### src/rtl/tpms_pkg.sv
// Package for the typed priority message store: sizes, codes, queue item type.
// No dependencies; imported by every module of the block but tpms_ram.
`default_nettype none
package tpms_pkg;

  localparam int STORE_DEPTH = 16;
  localparam int IDX_W       = (STORE_DEPTH > 1) ? $clog2(STORE_DEPTH) : 1;
  localparam int CNT_W       = $clog2(STORE_DEPTH + 1);
  localparam int HANDLE_W    = 16;
  localparam int ENTRY_W     = HANDLE_W + 4;   // {prio, type, handle}

  localparam int Q_DEPTH     = 2;
  localparam int QPTR_W      = (Q_DEPTH > 1) ? $clog2(Q_DEPTH) : 1;
  localparam int QCNT_W      = $clog2(Q_DEPTH + 1);

  localparam logic [1:0] TYPE_INVALID = 2'd3;
  localparam logic [1:0] PRIO_INVALID = 2'd0;
  localparam logic       FUNC_INSERT  = 1'b0;

  typedef enum logic [2:0] {
    ST_ACCEPTED  = 3'd0,
    ST_EMPTY_TXT = 3'd1,
    ST_BAD_TYPE  = 3'd2,
    ST_BAD_PRIO  = 3'd3,
    ST_FULL      = 3'd4,
    ST_FOUND     = 3'd5,
    ST_NONE      = 3'd6
  } status_t;

  typedef enum logic [1:0] {
    OP_REJECT = 2'd0,
    OP_INSERT = 2'd1,
    OP_FETCH  = 2'd2
  } op_t;

  typedef struct packed {
    op_t                 op;
    status_t             status;
    logic [1:0]          msg_type;
    logic [1:0]          prio;
    logic [HANDLE_W-1:0] handle;
  } qitem_t;

  typedef struct packed {
    logic             idle;
    logic [CNT_W-1:0] count;
  } bk_stat_t;

endpackage
`default_nettype wire

### src/rtl/tpms_ram.sv
// Generic single write port, single read port RAM with registered read data.
// No dependencies.
`default_nettype none
module tpms_ram #(
  parameter int WIDTH = 8,
  parameter int DEPTH = 16
) (
  input  wire logic                                         clk,
  input  wire logic                                         we,
  input  wire logic [((DEPTH > 1) ? $clog2(DEPTH) : 1)-1:0] waddr,
  input  wire logic [WIDTH-1:0]                             wdata,
  input  wire logic [((DEPTH > 1) ? $clog2(DEPTH) : 1)-1:0] raddr,
  output logic      [WIDTH-1:0]                             rdata
);
  logic [WIDTH-1:0] mem [DEPTH];

  always_ff @(posedge clk) begin
    if (we) begin
      mem[waddr] <= wdata;
    end
    rdata <= mem[raddr];
  end
endmodule
`default_nettype wire

### src/rtl/tpms_front.sv
// Front end: takes requests and runs the insert/fetch field checks.
// Depends on tpms_pkg; feeds the request queue.
`default_nettype none
module tpms_front import tpms_pkg::*; (
  input  wire logic                start,
  input  wire logic                q_full,
  input  wire logic                in_func,
  input  wire logic [1:0]          in_msg_type,
  input  wire logic [1:0]          in_priority_req,
  input  wire logic                in_text_empty,
  input  wire logic [HANDLE_W-1:0] in_message_handle,
  output logic                     push,
  output qitem_t                   item
);
  assign push = start && !q_full;

  always_comb begin
    item.op       = OP_REJECT;
    item.status   = ST_ACCEPTED;
    item.msg_type = in_msg_type;
    item.prio     = in_priority_req;
    item.handle   = in_message_handle;
    if (in_func == FUNC_INSERT) begin
      // check order: empty text, type, priority; full is checked at the store
      if (in_text_empty) begin
        item.status = ST_EMPTY_TXT;
      end else if (in_msg_type == TYPE_INVALID) begin
        item.status = ST_BAD_TYPE;
      end else if (in_priority_req == PRIO_INVALID) begin
        item.status = ST_BAD_PRIO;
      end else begin
        item.op = OP_INSERT;
      end
    end else begin
      if (in_msg_type == TYPE_INVALID) begin
        item.status = ST_BAD_TYPE;
      end else begin
        item.op = OP_FETCH;
      end
    end
  end
endmodule
`default_nettype wire

### src/rtl/tpms_fifo.sv
// Short request queue between the front end and the store engine.
// Depends on tpms_pkg.
`default_nettype none
module tpms_fifo import tpms_pkg::*; (
  input  wire logic   clk,
  input  wire logic   rst_n,
  input  wire logic   push,
  input  wire qitem_t din,
  input  wire logic   pop,
  output qitem_t      dout,
  output logic        empty,
  output logic        full
);
  qitem_t              slot_r [Q_DEPTH];
  logic [QPTR_W-1:0]   wr_ptr_r, wr_ptr_nxt;
  logic [QPTR_W-1:0]   rd_ptr_r, rd_ptr_nxt;
  logic [QCNT_W-1:0]   cnt_r, cnt_nxt;
  logic                do_push, do_pop;

  assign empty   = (cnt_r == '0);
  assign full    = (cnt_r == QCNT_W'(Q_DEPTH));
  assign dout    = slot_r[rd_ptr_r];
  assign do_push = push && !full;
  assign do_pop  = pop && !empty;

  always_comb begin
    wr_ptr_nxt = wr_ptr_r;
    rd_ptr_nxt = rd_ptr_r;
    cnt_nxt    = cnt_r;
    if (do_push) begin
      wr_ptr_nxt = (wr_ptr_r == QPTR_W'(Q_DEPTH - 1)) ? '0 : wr_ptr_r + QPTR_W'(1);
    end
    if (do_pop) begin
      rd_ptr_nxt = (rd_ptr_r == QPTR_W'(Q_DEPTH - 1)) ? '0 : rd_ptr_r + QPTR_W'(1);
    end
    if (do_push && !do_pop) begin
      cnt_nxt = cnt_r + QCNT_W'(1);
    end else if (do_pop && !do_push) begin
      cnt_nxt = cnt_r - QCNT_W'(1);
    end
  end

  always_ff @(posedge clk) begin
    if (!rst_n) begin
      wr_ptr_r <= '0;
      rd_ptr_r <= '0;
      cnt_r    <= '0;
    end else begin
      wr_ptr_r <= wr_ptr_nxt;
      rd_ptr_r <= rd_ptr_nxt;
      cnt_r    <= cnt_nxt;
    end
  end

  always_ff @(posedge clk) begin
    if (do_push) begin
      slot_r[wr_ptr_r] <= din;
    end
  end
endmodule
`default_nettype wire

### src/rtl/tpms_back.sv
// Store engine: appends inserts, scans and compacts the entry RAM on fetch,
// and drives the result strobe. Depends on tpms_pkg and tpms_ram.
`default_nettype none
module tpms_back import tpms_pkg::*; (
  input  wire logic                clk,
  input  wire logic                rst_n,
  input  wire logic                q_empty,
  input  wire qitem_t              q_item,
  output logic                     q_pop,
  output logic                     out_valid,
  output logic [2:0]               out_status,
  output logic [HANDLE_W-1:0]      out_found_handle,
  output bk_stat_t                 stat
);
  typedef enum logic [2:0] {
    B_IDLE  = 3'b001,
    B_SCAN  = 3'b010,
    B_SHIFT = 3'b100
  } bstate_t;

  bstate_t             state_r, state_nxt;
  logic [CNT_W-1:0]    count_r, count_nxt;
  logic [CNT_W-1:0]    idx_r, idx_nxt;          // next RAM read index
  logic [CNT_W-1:0]    chk_idx_r, chk_idx_nxt;  // index of data now on rdata
  logic                chk_vld_r, chk_vld_nxt;
  logic [1:0]          f_type_r, f_type_nxt;
  logic                have_r, have_nxt;
  logic [CNT_W-1:0]    best_idx_r, best_idx_nxt;
  logic [1:0]          best_prio_r, best_prio_nxt;
  logic [HANDLE_W-1:0] best_hdl_r, best_hdl_nxt;
  logic                ovld_r, ovld_nxt;
  status_t             ost_r, ost_nxt;
  logic [HANDLE_W-1:0] ohdl_r, ohdl_nxt;

  logic                ram_we;
  logic [IDX_W-1:0]    ram_waddr, ram_raddr;
  logic [ENTRY_W-1:0]  ram_wdata, ram_rdata;
  logic [CNT_W-1:0]    shift_dst;
  logic                issue;

  tpms_ram #(.WIDTH(ENTRY_W), .DEPTH(STORE_DEPTH)) u_ram (
    .clk   (clk),
    .we    (ram_we),
    .waddr (ram_waddr),
    .wdata (ram_wdata),
    .raddr (ram_raddr),
    .rdata (ram_rdata)
  );

  assign issue     = (idx_r < count_r);
  assign shift_dst = chk_idx_r - CNT_W'(1);
  assign ram_raddr = idx_r[IDX_W-1:0];
  assign q_pop     = (state_r == B_IDLE) && !q_empty;

  always_comb begin
    state_nxt     = state_r;
    count_nxt     = count_r;
    idx_nxt       = idx_r;
    chk_idx_nxt   = chk_idx_r;
    chk_vld_nxt   = 1'b0;
    f_type_nxt    = f_type_r;
    have_nxt      = have_r;
    best_idx_nxt  = best_idx_r;
    best_prio_nxt = best_prio_r;
    best_hdl_nxt  = best_hdl_r;
    ovld_nxt      = 1'b0;
    ost_nxt       = ost_r;
    ohdl_nxt      = ohdl_r;
    ram_we        = 1'b0;
    ram_waddr     = count_r[IDX_W-1:0];
    ram_wdata     = {q_item.prio, q_item.msg_type, q_item.handle};

    case (state_r)
      B_IDLE: begin
        if (!q_empty) begin
          case (q_item.op)
            OP_INSERT: begin
              ovld_nxt = 1'b1;
              ohdl_nxt = '0;
              if (count_r >= CNT_W'(STORE_DEPTH)) begin
                ost_nxt = ST_FULL;
              end else begin
                ram_we    = 1'b1;
                count_nxt = count_r + CNT_W'(1);
                ost_nxt   = ST_ACCEPTED;
              end
            end
            OP_FETCH: begin
              f_type_nxt = q_item.msg_type;
              have_nxt   = 1'b0;
              idx_nxt    = '0;
              state_nxt  = B_SCAN;
            end
            default: begin
              ovld_nxt = 1'b1;
              ost_nxt  = q_item.status;
              ohdl_nxt = '0;
            end
          endcase
        end
      end

      B_SCAN: begin
        if (issue) begin
          idx_nxt     = idx_r + CNT_W'(1);
          chk_vld_nxt = 1'b1;
          chk_idx_nxt = idx_r;
        end
        // strict greater-than keeps the earliest entry on ties
        if (chk_vld_r && ram_rdata[HANDLE_W+1:HANDLE_W] == f_type_r &&
            (!have_r || ram_rdata[HANDLE_W+3:HANDLE_W+2] > best_prio_r)) begin
          have_nxt      = 1'b1;
          best_idx_nxt  = chk_idx_r;
          best_prio_nxt = ram_rdata[HANDLE_W+3:HANDLE_W+2];
          best_hdl_nxt  = ram_rdata[HANDLE_W-1:0];
        end
        if (!issue && !chk_vld_r) begin
          if (!have_r) begin
            ovld_nxt  = 1'b1;
            ost_nxt   = ST_NONE;
            ohdl_nxt  = '0;
            state_nxt = B_IDLE;
          end else begin
            idx_nxt   = best_idx_r + CNT_W'(1);
            state_nxt = B_SHIFT;
          end
        end
      end

      B_SHIFT: begin
        if (issue) begin
          idx_nxt     = idx_r + CNT_W'(1);
          chk_vld_nxt = 1'b1;
          chk_idx_nxt = idx_r;
        end
        // move entry i down to i-1 while entry i+1 is being read
        if (chk_vld_r) begin
          ram_we    = 1'b1;
          ram_waddr = shift_dst[IDX_W-1:0];
          ram_wdata = ram_rdata;
        end
        if (!issue && !chk_vld_r) begin
          count_nxt = count_r - CNT_W'(1);
          ovld_nxt  = 1'b1;
          ost_nxt   = ST_FOUND;
          ohdl_nxt  = best_hdl_r;
          state_nxt = B_IDLE;
        end
      end

      default: begin
        state_nxt = B_IDLE;
      end
    endcase
  end

  always_ff @(posedge clk) begin
    if (!rst_n) begin
      state_r   <= B_IDLE;
      count_r   <= '0;
      chk_vld_r <= 1'b0;
      ovld_r    <= 1'b0;
    end else begin
      state_r   <= state_nxt;
      count_r   <= count_nxt;
      chk_vld_r <= chk_vld_nxt;
      ovld_r    <= ovld_nxt;
    end
  end

  always_ff @(posedge clk) begin
    idx_r       <= idx_nxt;
    chk_idx_r   <= chk_idx_nxt;
    f_type_r    <= f_type_nxt;
    have_r      <= have_nxt;
    best_idx_r  <= best_idx_nxt;
    best_prio_r <= best_prio_nxt;
    best_hdl_r  <= best_hdl_nxt;
    ost_r       <= ost_nxt;
    ohdl_r      <= ohdl_nxt;
  end

  assign out_valid        = ovld_r;
  assign out_status       = ost_r;
  assign out_found_handle = ohdl_r;
  assign stat.idle        = (state_r == B_IDLE);
  assign stat.count       = count_r;
endmodule
`default_nettype wire

### src/rtl/typed_priority_message_store_unit.sv
// Top level of the typed priority message store: front end, request queue,
// store engine. Depends on tpms_pkg, tpms_front, tpms_fifo, tpms_back.
`default_nettype none
// A request is taken when start is high and busy is low; busy rises only
// when the two-deep request queue is full. Each request yields exactly one
// result, shown for one cycle with out_valid; results leave in request order
// and the receiver cannot hold them off. Rejected requests and inserts are
// settled as the idle store engine pops them from the queue, and their result
// is registered in the engine. A fetch scans the entry RAM one entry per
// cycle through its single read port, then shifts the entries after the
// removed one down by one; the engine pops no new request until the fetch
// has produced its result.
module typed_priority_message_store_unit import tpms_pkg::*; (
  input  wire logic                clk,
  input  wire logic                rst_n,
  input  wire logic                start,
  output logic                     busy,
  input  wire logic                in_func,
  input  wire logic [1:0]          in_msg_type,
  input  wire logic [1:0]          in_priority_req,
  input  wire logic                in_text_empty,
  input  wire logic [HANDLE_W-1:0] in_message_handle,
  output logic                     out_valid,
  output logic [2:0]               out_status,
  output logic [HANDLE_W-1:0]      out_found_handle
);
  logic     q_push, q_pop, q_empty, q_full;
  qitem_t   q_din, q_dout;
  bk_stat_t bk_stat;

  assign busy = q_full;

  tpms_front u_front (
    .start             (start),
    .q_full            (q_full),
    .in_func           (in_func),
    .in_msg_type       (in_msg_type),
    .in_priority_req   (in_priority_req),
    .in_text_empty     (in_text_empty),
    .in_message_handle (in_message_handle),
    .push              (q_push),
    .item              (q_din)
  );

  tpms_fifo u_fifo (
    .clk   (clk),
    .rst_n (rst_n),
    .push  (q_push),
    .din   (q_din),
    .pop   (q_pop),
    .dout  (q_dout),
    .empty (q_empty),
    .full  (q_full)
  );

  tpms_back u_back (
    .clk              (clk),
    .rst_n            (rst_n),
    .q_empty          (q_empty),
    .q_item           (q_dout),
    .q_pop            (q_pop),
    .out_valid        (out_valid),
    .out_status       (out_status),
    .out_found_handle (out_found_handle),
    .stat             (bk_stat)
  );

  a_count_bound: assert property (@(posedge clk) disable iff (!rst_n)
    bk_stat.count <= CNT_W'(STORE_DEPTH))
    else $error("entry count above store depth");

  a_handle_zero: assert property (@(posedge clk) disable iff (!rst_n)
    out_valid && out_status != ST_FOUND |-> out_found_handle == '0)
    else $error("nonzero handle on a result other than found");

  a_count_hold: assert property (@(posedge clk) disable iff (!rst_n)
    !bk_stat.idle && $past(!bk_stat.idle) |-> bk_stat.count == $past(bk_stat.count))
    else $error("entry count changed in the middle of a fetch");

  a_found_has_entry: assert property (@(posedge clk) disable iff (!rst_n)
    out_valid && out_status == ST_FOUND |-> bk_stat.count < CNT_W'(STORE_DEPTH))
    else $error("found result without a removed entry");
endmodule
`default_nettype wire

### config.mk
export PLATFORM = sky130hd
export DESIGN_NAME = typed_priority_message_store_unit
export DESIGN_NICKNAME = d
export VERILOG_FILES = /design/src/rtl/tpms_pkg.sv /design/src/rtl/tpms_ram.sv /design/src/rtl/tpms_front.sv /design/src/rtl/tpms_fifo.sv /design/src/rtl/tpms_back.sv /design/src/rtl/typed_priority_message_store_unit.sv
export SDC_FILE = /design/constraint.sdc
export NUM_CORES = 1
export LEC_CHECK = 0
export ABC_AREA = 1
export BUFFER_PORTS_ARGS = -buffer_cell sky130_fd_sc_hd__buf_4
export CELL_PAD_IN_SITES_DETAIL_PLACEMENT = 1
export CELL_PAD_IN_SITES_GLOBAL_PLACEMENT = 2
export CORE_MARGIN = 2
export CORE_UTILIZATION = 35
export CTS_CLUSTER_DIAMETER = 40
export CTS_CLUSTER_SIZE = 12
export DETAILED_ROUTE_END_ITERATION = 6
export MAX_ROUTING_LAYER = met4
export PLACE_DENSITY = 0.77
export SYNTH_ARGS = -nofsm -noshare
export SYNTH_HDL_FRONTEND = slang
export SYNTH_SLANG_ARGS = --single-unit
export TNS_END_PERCENT = 10
### constraint.sdc
create_clock -name clk -period 4 [get_ports clk]
set_clock_uncertainty 0.05 [all_clocks]
set_input_delay 0.8 -clock clk [delete_from_list [all_inputs] [get_ports clk]]
set_output_delay 0.8 -clock clk [all_outputs]
set_load 0.01 [all_outputs]
* Word-level counts from Yosys, hierarchy flattened *
Memories as Yosys holds them, arrays and structs flattened. A register that Yosys moved wholly into a read port is not among the register bits.
Cells that the tools add are included.
Widths: inputs -> output; s select.

storage, ports and cells
  flip-flop bits (word level) = 69
  RAM bits = 370
  input bits = 25
  output and inout bits = 21
  logic and storage cells = 150
  memories = 2

operators by class
  $add $sub $neg = 9
  $lt $le $gt $ge = 3
  equal/unequal tests = 17
  multiplexer cells = 69
  bitwise logic cells = 1
  reductions and logical operators = 33

memories
  name              depth  width  read ports  clocked after Yosys merged registers in  wr ports  RTL line         source
  u_back.u_ram.mem  16     20     1           1                                        1         tpms_ram.sv:15   logic [WIDTH-1:0] mem [DEPTH];
  u_fifo.slot_r     2      25     1           1                                        1         tpms_fifo.sv:14  qitem_t slot_r [Q_DEPTH];

operator list
  operator             number
  $mux 16              5
  $mux 5               10
  $pmux 16 s3          1
  $mux 20              2
  $mux 3               12
  $mux 1               22
  $pmux 3 s3           2
  $add 5x1->5 const B  3
  $pmux 5 s3           1
  $mux 2               7
  $ne 2x1->1 const B   5
  $pmux 5 s2           1
  $logic_and 1x1->1    9
  $mux 4               2
  $ne 2x2->1 const B   4
  $reduce_and 4->1     2
  $logic_not 1->1      7
  $eq 2x2->1 const B   3
  $pmux 3 s2           1
  $reduce_and 2->1     3
  $reduce_and 3->1     2
  $reduce_and 6->1     1
  $reduce_bool 2->1    3
  $ge 5x5->1 const B   1
  other kinds (20)     23

* Depth between registers and ports, before layout *
Gate-level depths: netlist (run 1).

  depth after elaboration = 8
  gate-level depth with buffers = 12
  mapped depth without buffers = 12

* By module *
From an unflattened synthesis (run 1), not the netlist that was laid out.

second synthesis, totals
  cell total of the unflattened synthesis = 1841
  area, all modules = 19921.6 um2

modules (own cells, without submodules)
  module      times used  cells each  area an instance (um2)  seq. area each (um2)
  tpms_ram    1           1336        14192.4                 10009.6
  tpms_back   1           351         3340.7                  1851.8
  tpms_fifo   1           116         2154.6                  1601.5
  tpms_front  1           38          234.0                   0.0

* Worst setup path after synthesis (run 1) *
No wires, ideal clock.

  path kind = input -> register
  from = input start
  to = memory u_fifo.slot_r[1][0] (netlist name) (enable)
  setup time = 0.406 ns
  arrival = 1.988 ns
  data required time = 3.544 ns
  slack = 1.556 ns
  stages on the path = 2
  buffers on the path = 0
  cell sequence = o21ai_0 > nor2_1

on the way
  cells in the longest elaborated chain, start to end = 4

RTL lines
  element                       RTL line                                 source
  from (decl)                   typed_priority_message_store_unit.sv:16  input wire logic start,
  $logic_and 1x1->1             tpms_front.sv:15                         assign push = start && !q_full;
  $logic_and 1x1->1             tpms_fifo.sv:23                          assign do_push = push && !full;
  $mux 1                        tpms_fifo.sv:56                          if (do_push) begin
  $mux 1 (implied by the code)  tpms_fifo.sv:57                          slot_r[wr_ptr_r] <= din;
  to (decl)                     tpms_fifo.sv:14

No other way between the ends.

* Worst setup path in the final report (run 1) *
  from = register u_back.state_r[1]
  to = memory u_back.u_ram.mem[11][6] (netlist name), data pin

on the way
  cells in the longest elaborated chain, start to end = 2

RTL lines
  element                        RTL line          source
  from (decl)                    tpms_back.sv:21   bstate_t state_r, state_nxt;
  from (signal assigned)         tpms_back.sv:164  state_r <= state_nxt;
  $eq 3x3->1                     tpms_back.sv:73   case (state_r)
  $mux 20                        tpms_back.sv:73
  named net u_back.ram_wdata[6]  tpms_back.sv:37   logic [ENTRY_W-1:0] ram_wdata, ram_rdata;
  to (decl)                      tpms_ram.sv:15

The timed path passes the listed nets, and every way through them passes these cells.

==> impl_metrics.env, run 1 <==
export IMPL_die_w_um=232
export IMPL_muxShareOfSynthArea_pct=0.110
export IMPL_whs_ns=0.310
export IMPL_end_kind="flip-flop"
export IMPL_synth_nets=1509
export IMPL_setup_tns_ns=0
export IMPL_cts_buffers=56
export IMPL_fin_area_mm2=0.0214
export IMPL_wirelength_mm=47.6
export IMPL_start_util_pct=35.4
export IMPL_cp_required_ns=4.20
export IMPL_max_slew_margin_pct=18.7
export IMPL_fillers=5378
export IMPL_overflow=0
export IMPL_drt_pass1_iterations=5
export IMPL_pre_cts_ws_ns=1.01
export IMPL_period_minus_slack_ns=3.01
export IMPL_ctsHtreeMaxLevel=2
export IMPL_slew_violations=0
export IMPL_wire_per_inst_um=21.0
export IMPL_cts_setup_buffers=0
export IMPL_via_per_inst=5.07
export IMPL_startpoint="u_back.state_r[1]"
export IMPL_cp_arrival_ns=3.21
export IMPL_layout_nets=1584
export IMPL_critPathKind="reg -> reg"
export IMPL_synth_flop_cell="edfxtp_1"
export IMPL_fin_ws_ns=0.990
export IMPL_clockBufferDepth=3
export IMPL_drt_iter0_markers=786
export IMPL_routabilityCongestion=0.768
export IMPL_root_buffer="clkbuf_16"
export IMPL_dpl_cell_area_mm2=0.0195
export IMPL_grt_max_degree=148
export IMPL_place_inst=2167
export IMPL_syn_to_final_growth_pct=17.7
export IMPL_ctsResizeCount=0
export IMPL_synth_compound_area_share_pct=8.97
export IMPL_synthSimpleGateAreaFrac_pct=12.1
export IMPL_ant_nets=0
export IMPL_outcome="finished clean"
export IMPL_synth_edf_count=423
export IMPL_ys_seq_area_share_pct=73.7
export IMPL_ys_ff_latch=458
export IMPL_async_flop_share_pct=0
export IMPL_crit_fanout=38
export IMPL_worst_pin_slew_ns=1.21
export IMPL_synthAdderAreaFrac_pct=1.00
export IMPL_synth_xor_area_share_pct=0.385
export IMPL_die_area_mm2=0.0538
export IMPL_synth_avg_cell_area_um2=12.4
export IMPL_syn_area_mm2=0.0182
export IMPL_startpoint_type="flip-flop"
export IMPL_power_density_mw_per_mm2=745
export IMPL_synth_top_family_by_area="simple AND/OR/NAND/NOR gates"
export IMPL_vias=11500
export IMPL_final_core_util_pct=41.7
export IMPL_synth_cells=1470
export IMPL_fmax_mhz=332
export IMPL_die_h_um=232
export IMPL_row_count=83
export IMPL_hp_class="in -> reg"
export IMPL_wl_met2_mm=23.5
export IMPL_grt_pass1_wl_mm=72.8
export IMPL_multi_input_area_mm2=0.00415
export IMPL_antenna_found_initial=0
export IMPL_drc=0
export IMPL_drive_above_1_share_pct=14.4
export IMPL_clkLatencyLatePin_ns=0.62
export IMPL_routed_wl_met3_mm=1.56
export IMPL_core_mm2=0.0513
export IMPL_finalPower_mw=15.9
export IMPL_p_leak_nw=7.63
export IMPL_period_share_pct=75.3
export IMPL_ff_latch_area_mm2=0.0134
export IMPL_rr_startpoint="u_back.state_r[1]"
export IMPL_rsz0062_at_grt="false"
export IMPL_yosys_warnings=0
export IMPL_num_antenna_cells=0
export IMPL_hold_viol=0
export IMPL_clkTransAtPathRegs_ns=0.06
export IMPL_ios=46
export IMPL_clock_sinks=458
export IMPL_setup_viol=0
export IMPL_met1_length_mm=21.2
export IMPL_maxCapViolCount=0
export IMPL_io_buffers=45
export IMPL_cts_tree="done"
export IMPL_ir_drop_v=0.000429
export IMPL_hold_buffers=0
export IMPL_dp_hpwl_mm=28.3
export IMPL_globalRouteTotalUtil_pct=18.5
export IMPL_instances_no_fill=2272
export IMPL_topRoutingLayerUsed="met4"
export IMPL_hold_start="in_message_handle[14]"
export IMPL_grt_pass1_vias=12200
export IMPL_synth_cell_types=42
[power by group]
part           switching, mW  leakage [nW]  internal (mW)
logic                   3.16          2.55           1.23
clock network           2.05         0.935           3.12
registers              0.278          4.14           6.11
total                   5.49          7.63           10.5
[layer usage]
metal	vias to the layer above	track usage, %
li1	5372	-
met1	5862	23.0
met2	204	30.7
met3	78	2.49
met4	0	7.07
met5	-	-
[cells in the mapped netlist (6+ instances only)]
master	instances	area [um^2]
nand2_2	6	37.5
buf_4	6	45.0
nand3_1	38	190
o21ai_0	129	646
a31oi_1	19	119
edfxtp_1	423	12700
buf_2	40	200
nand2_1	225	845
nor2_1	253	950
nand4_1	7	43.8
inv_1	76	285
o2111ai_1	12	105
o211ai_1	12	90.1
a21oi_1	41	205
clkbuf_1	26	97.6
dfxtp_1	35	701
o31ai_1	22	165
xnor2_1	7	61.3
o21ai_1	15	75.1
o22ai_1	31	194
ha_1	13	163
[cell families (layout without fill, tap and decap cells)]
| family | after synthesis | after routing |
|---|---|---|
| fa+ha+maj | 14 | 14 |
| flops | 458 | 458 |
| simple gates | 544 | 544 |
| xor+xnor | 8 | 8 |
| buf+inv | 159 | 281 |
| compound gates | 285 | 285 |
| mux | 2 | 2 |
[final cells by class]
type | count | area share (%)
inverter | 83 | 1.48
clock buffer | 74 | 7.14
clock inverter | 31 | 1.90
tap | 680 | 3.98
timing repair buffer | 93 | 3.50
multi-input combinational | 853 | 19.4
sequential | 458 | 62.6
[path summary, 6_finish.rpt]
path                             endpoint  slack, ns  cells after the start
setup / recovery  u_back.u_ram.mem[11][6]       0.99                      7
hold / removal       u_fifo.slot_r[0][14]       0.31                      1
setup reg to reg  u_back.u_ram.mem[11][6]       0.99                      7
hold reg to reg      u_back.best_idx_r[4]       0.38                      0
[sequential cells by signal, indices dropped and copies added (netlist names), 5 cells and up, named ones only]
register	cells
u_back.u_ram.mem	320
u_back.chk_idx_r	5
u_back.best_idx_r	5
u_back.out_found_handle	16
u_back.idx_r	5
u_back.count_r	5
u_back.u_ram.rdata	20
u_back.best_hdl_r	16
u_fifo.slot_r	48
[worst max-delay path: stages, from the launching register on]
cell and delay, ns:
dfxtp_1 0.39, nor2_2 0.06, nand2_2 0.36, inv_4 0.13, nand2_2 0.25, buf_4 0.42, nor2_1 0.08, a31oi_1 0.89
[cell usage in the layout, fill, tap and decap left out, types with 2 or more instances in the layout]
master      instances
a31oi_1            19
clkinv_2            9
mux2i_1             2
o211ai_1           12
nor3_1              2
clkinvlp_4          4
clkbuf_8            6
a21oi_1            41
inv_2               4
nor3_2              2
ha_1               13
buf_4              89
o21ai_0           129
buf_12              4
nor2_2             19
inv_6               7
dfxtp_1            35
o22ai_1            31
o2111ai_1          12
nand3_1            38
inv_4               2
nand4_1             7
nand3_2             4
o21ai_1            15
bufinv_16           6
clkinv_4            4
nand2_1           225
edfxtp_1          423
xnor2_1             7
clkinv_16           2
clkbuf_1           12
clkbuf_16          56
inv_1              76
nor2_1            235
nand2_2             6
o31ai_1            22
o21ai_2             2
Note: power is estimated with default switching activity, not from simulation.
==> inputs of run 2 (changes only) <==
Clock period 4 ns to 3.12 ns, I/O delays scaled along.
==> run 2 against run 1 <==
Die area stayed put. Wire length is 2.6% higher. Sequential power is 28% higher. Critical path type unchanged. Register-to-register slack worse by 0.39 ns. Combinational power is 36% higher. First-iteration DRC count is 11% lower. Non-clock buffer count is 25 higher. Hold slack worse by 0.15 ns. Cell count is 2.1% higher. Via count is 3.4% higher.
==> impl_metrics.env, run 2 (synthesized netlist as in run 1, its figures left out) <==
export IMPL_grt_pass1_vias=12600
export IMPL_grt_pass1_wl_mm=74.4
export IMPL_clkLatencyLatePin_ns=0.60
export IMPL_cts_tree="done"
export IMPL_drive_above_1_share_pct=17.0
export IMPL_overflow=0
export IMPL_ir_drop_v=0.000623
export IMPL_startpoint_type="flip-flop"
export IMPL_critPathSlowestCell="nor2_2"
export IMPL_die_area_mm2=0.0538
export IMPL_dpl_cell_area_mm2=0.0196
export IMPL_internal_power_mw=15.0
export IMPL_clkTransAtPathRegs_ns=0.05
export IMPL_vias=11900
export IMPL_core_mm2=0.0513
export IMPL_clock_sinks=458
export IMPL_path_buf_inv=2
export IMPL_end_kind="flip-flop"
export IMPL_max_stage_delay_ns=0.51
export IMPL_holdPathStages=1
export IMPL_p_leak_nw=8.03
export IMPL_cp_arrival_ns=2.78
export IMPL_top_register="u_back.u_ram.mem"
export IMPL_seqPwrFrac_pct=36.2
export IMPL_ctsResizeCount=0
export IMPL_globalRouteTotalUtil_pct=18.8
export IMPL_period_minus_slack_ns=2.52
export IMPL_switching_share_pct=33.6
export IMPL_fin_ws_ns=0.603
export IMPL_maxCapViolCount=0
export IMPL_via_per_inst=5.13
export IMPL_period_share_pct=80.7
export IMPL_cp_required_ns=3.38
export IMPL_critPathKind="reg -> reg"
export IMPL_grt_max_degree=176
export IMPL_dp_hpwl_mm=30.1
export IMPL_p_switching_mw=7.58
export IMPL_largest_reg_flops=320
export IMPL_path_depth=8
export IMPL_largestRegisters="u_back.u_ram.mem (320), u_fifo.slot_r (48), u_back.u_ram.rdata (20)"
export IMPL_drt_pass1_iterations=4
export IMPL_cts_buffers=70
export IMPL_wirelength_mm=48.9
export IMPL_antenna_found_initial=0
export IMPL_ios=46
export IMPL_layout_nets=1623
export IMPL_slew_violations=0
export IMPL_drc=0
export IMPL_fillers=5415
export IMPL_fin_area_mm2=0.0222
export IMPL_ant_nets=0
export IMPL_root_buffer="clkbuf_16"
export IMPL_drt_iter0_markers=697
export IMPL_startpoint="u_back.state_r[1]"
export IMPL_hold_viol=0
export IMPL_start_util_pct=35.4
export IMPL_path_cells="nor2_2, nand2_2, inv_4, nand2_2, o21ai_1, nand3_1, nor2_2, buf_12"
export IMPL_ctsHtreeMaxLevel=3
export IMPL_row_count=83
export IMPL_final_cell_mix="edfxtp_1 (423), nor2_1 (235), nand2_1 (225)"
export IMPL_fmax_mhz=397
export IMPL_power_density_mw_per_mm2=1020
export IMPL_syn_to_final_growth_pct=22.1
export IMPL_final_common_cell="edfxtp_1"
export IMPL_clockBufferDepth=3
export IMPL_io_buffers=45
export IMPL_crit_fanout=13
export IMPL_cts_setup_buffers=0
export IMPL_rr_startpoint="u_back.state_r[1]"
export IMPL_p_clk_share_pct=37.4
export IMPL_worst_pin_slew_ns=0.876
export IMPL_num_antenna_cells=0
export IMPL_rsz0062_at_grt="false"
export IMPL_hp_class="in -> reg"
export IMPL_die_w_um=232
export IMPL_critPathTopFamily="simple AND/OR/NAND/NOR gates"
export IMPL_outcome="finished clean"
export IMPL_r2r_cells=8
export IMPL_die_h_um=232
export IMPL_final_core_util_pct=43.3
export IMPL_setup_tns_ns=0
export IMPL_hold_start="in_message_handle[11]"
export IMPL_pre_cts_ws_ns=0.584
export IMPL_p_comb_share_pct=26.5
export IMPL_wire_per_inst_um=21.1
export IMPL_hold_buffers=0
export IMPL_setup_viol=0
export IMPL_max_slew_margin_pct=41.1
export IMPL_routabilityCongestion=0.796
## run 2: layout make-up
cell class	instances	area [um^2]	area share [%]
Clock buffer	81	1860	8.36
Clock inverter	47	702	3.16
Inverter	83	318	1.43
Multi-Input combinational cell	853	4150	18.7
Sequential cell	458	13400	60.4
Tap cell	680	851	3.83
Timing Repair Buffer	118	923	4.16
## run 2: final timing paths
| kind | endpoint | slack [ns] |
|---|---|---|
| max reg2reg | u_back.u_ram.mem[0][9] | 0.60 |
| min reg2reg | u_back.best_idx_r[4] | 0.38 |
| max | u_back.u_ram.mem[0][9] | 0.60 |
| min | u_fifo.slot_r[1][11] | 0.16 |
## run 2: metal layers
layer	vias up	global-route usage, %	wire length (um)
li1	5464	-	-
met1	6106	22.4	20900
met2	235	32.0	24800
met3	99	3.43	1810
met4	0	6.95	1390
met5	-	-	0
## run 2: per-stage QoR
| stage | hold slack [ns] | power [mW] | cells |
|---|---|---|---|
| floorplan | 0.350 | 11.7 | 1470 |
| global placement | 0.359 | 14.1 | 2192 |
| detailed placement | 0.367 | 14.3 | 2192 |
| CTS | 0.136 | 22.8 | 2320 |
| global route | 0.138 | 23.6 | 2320 |
| finish | 0.157 | 22.6 | 2320 |
## run 2: power groups by stage
stage / logic (mW) / registers, mW / clock network [mW]
floorplan: 3.52 / 8.20 / 0
detailed placement: 5.97 / 8.29 / 0
finish: 5.97 / 8.16 / 8.43
global route: 6.58 / 8.22 / 8.77
CTS: 6.07 / 8.17 / 8.55
global placement: 5.83 / 8.27 / 0
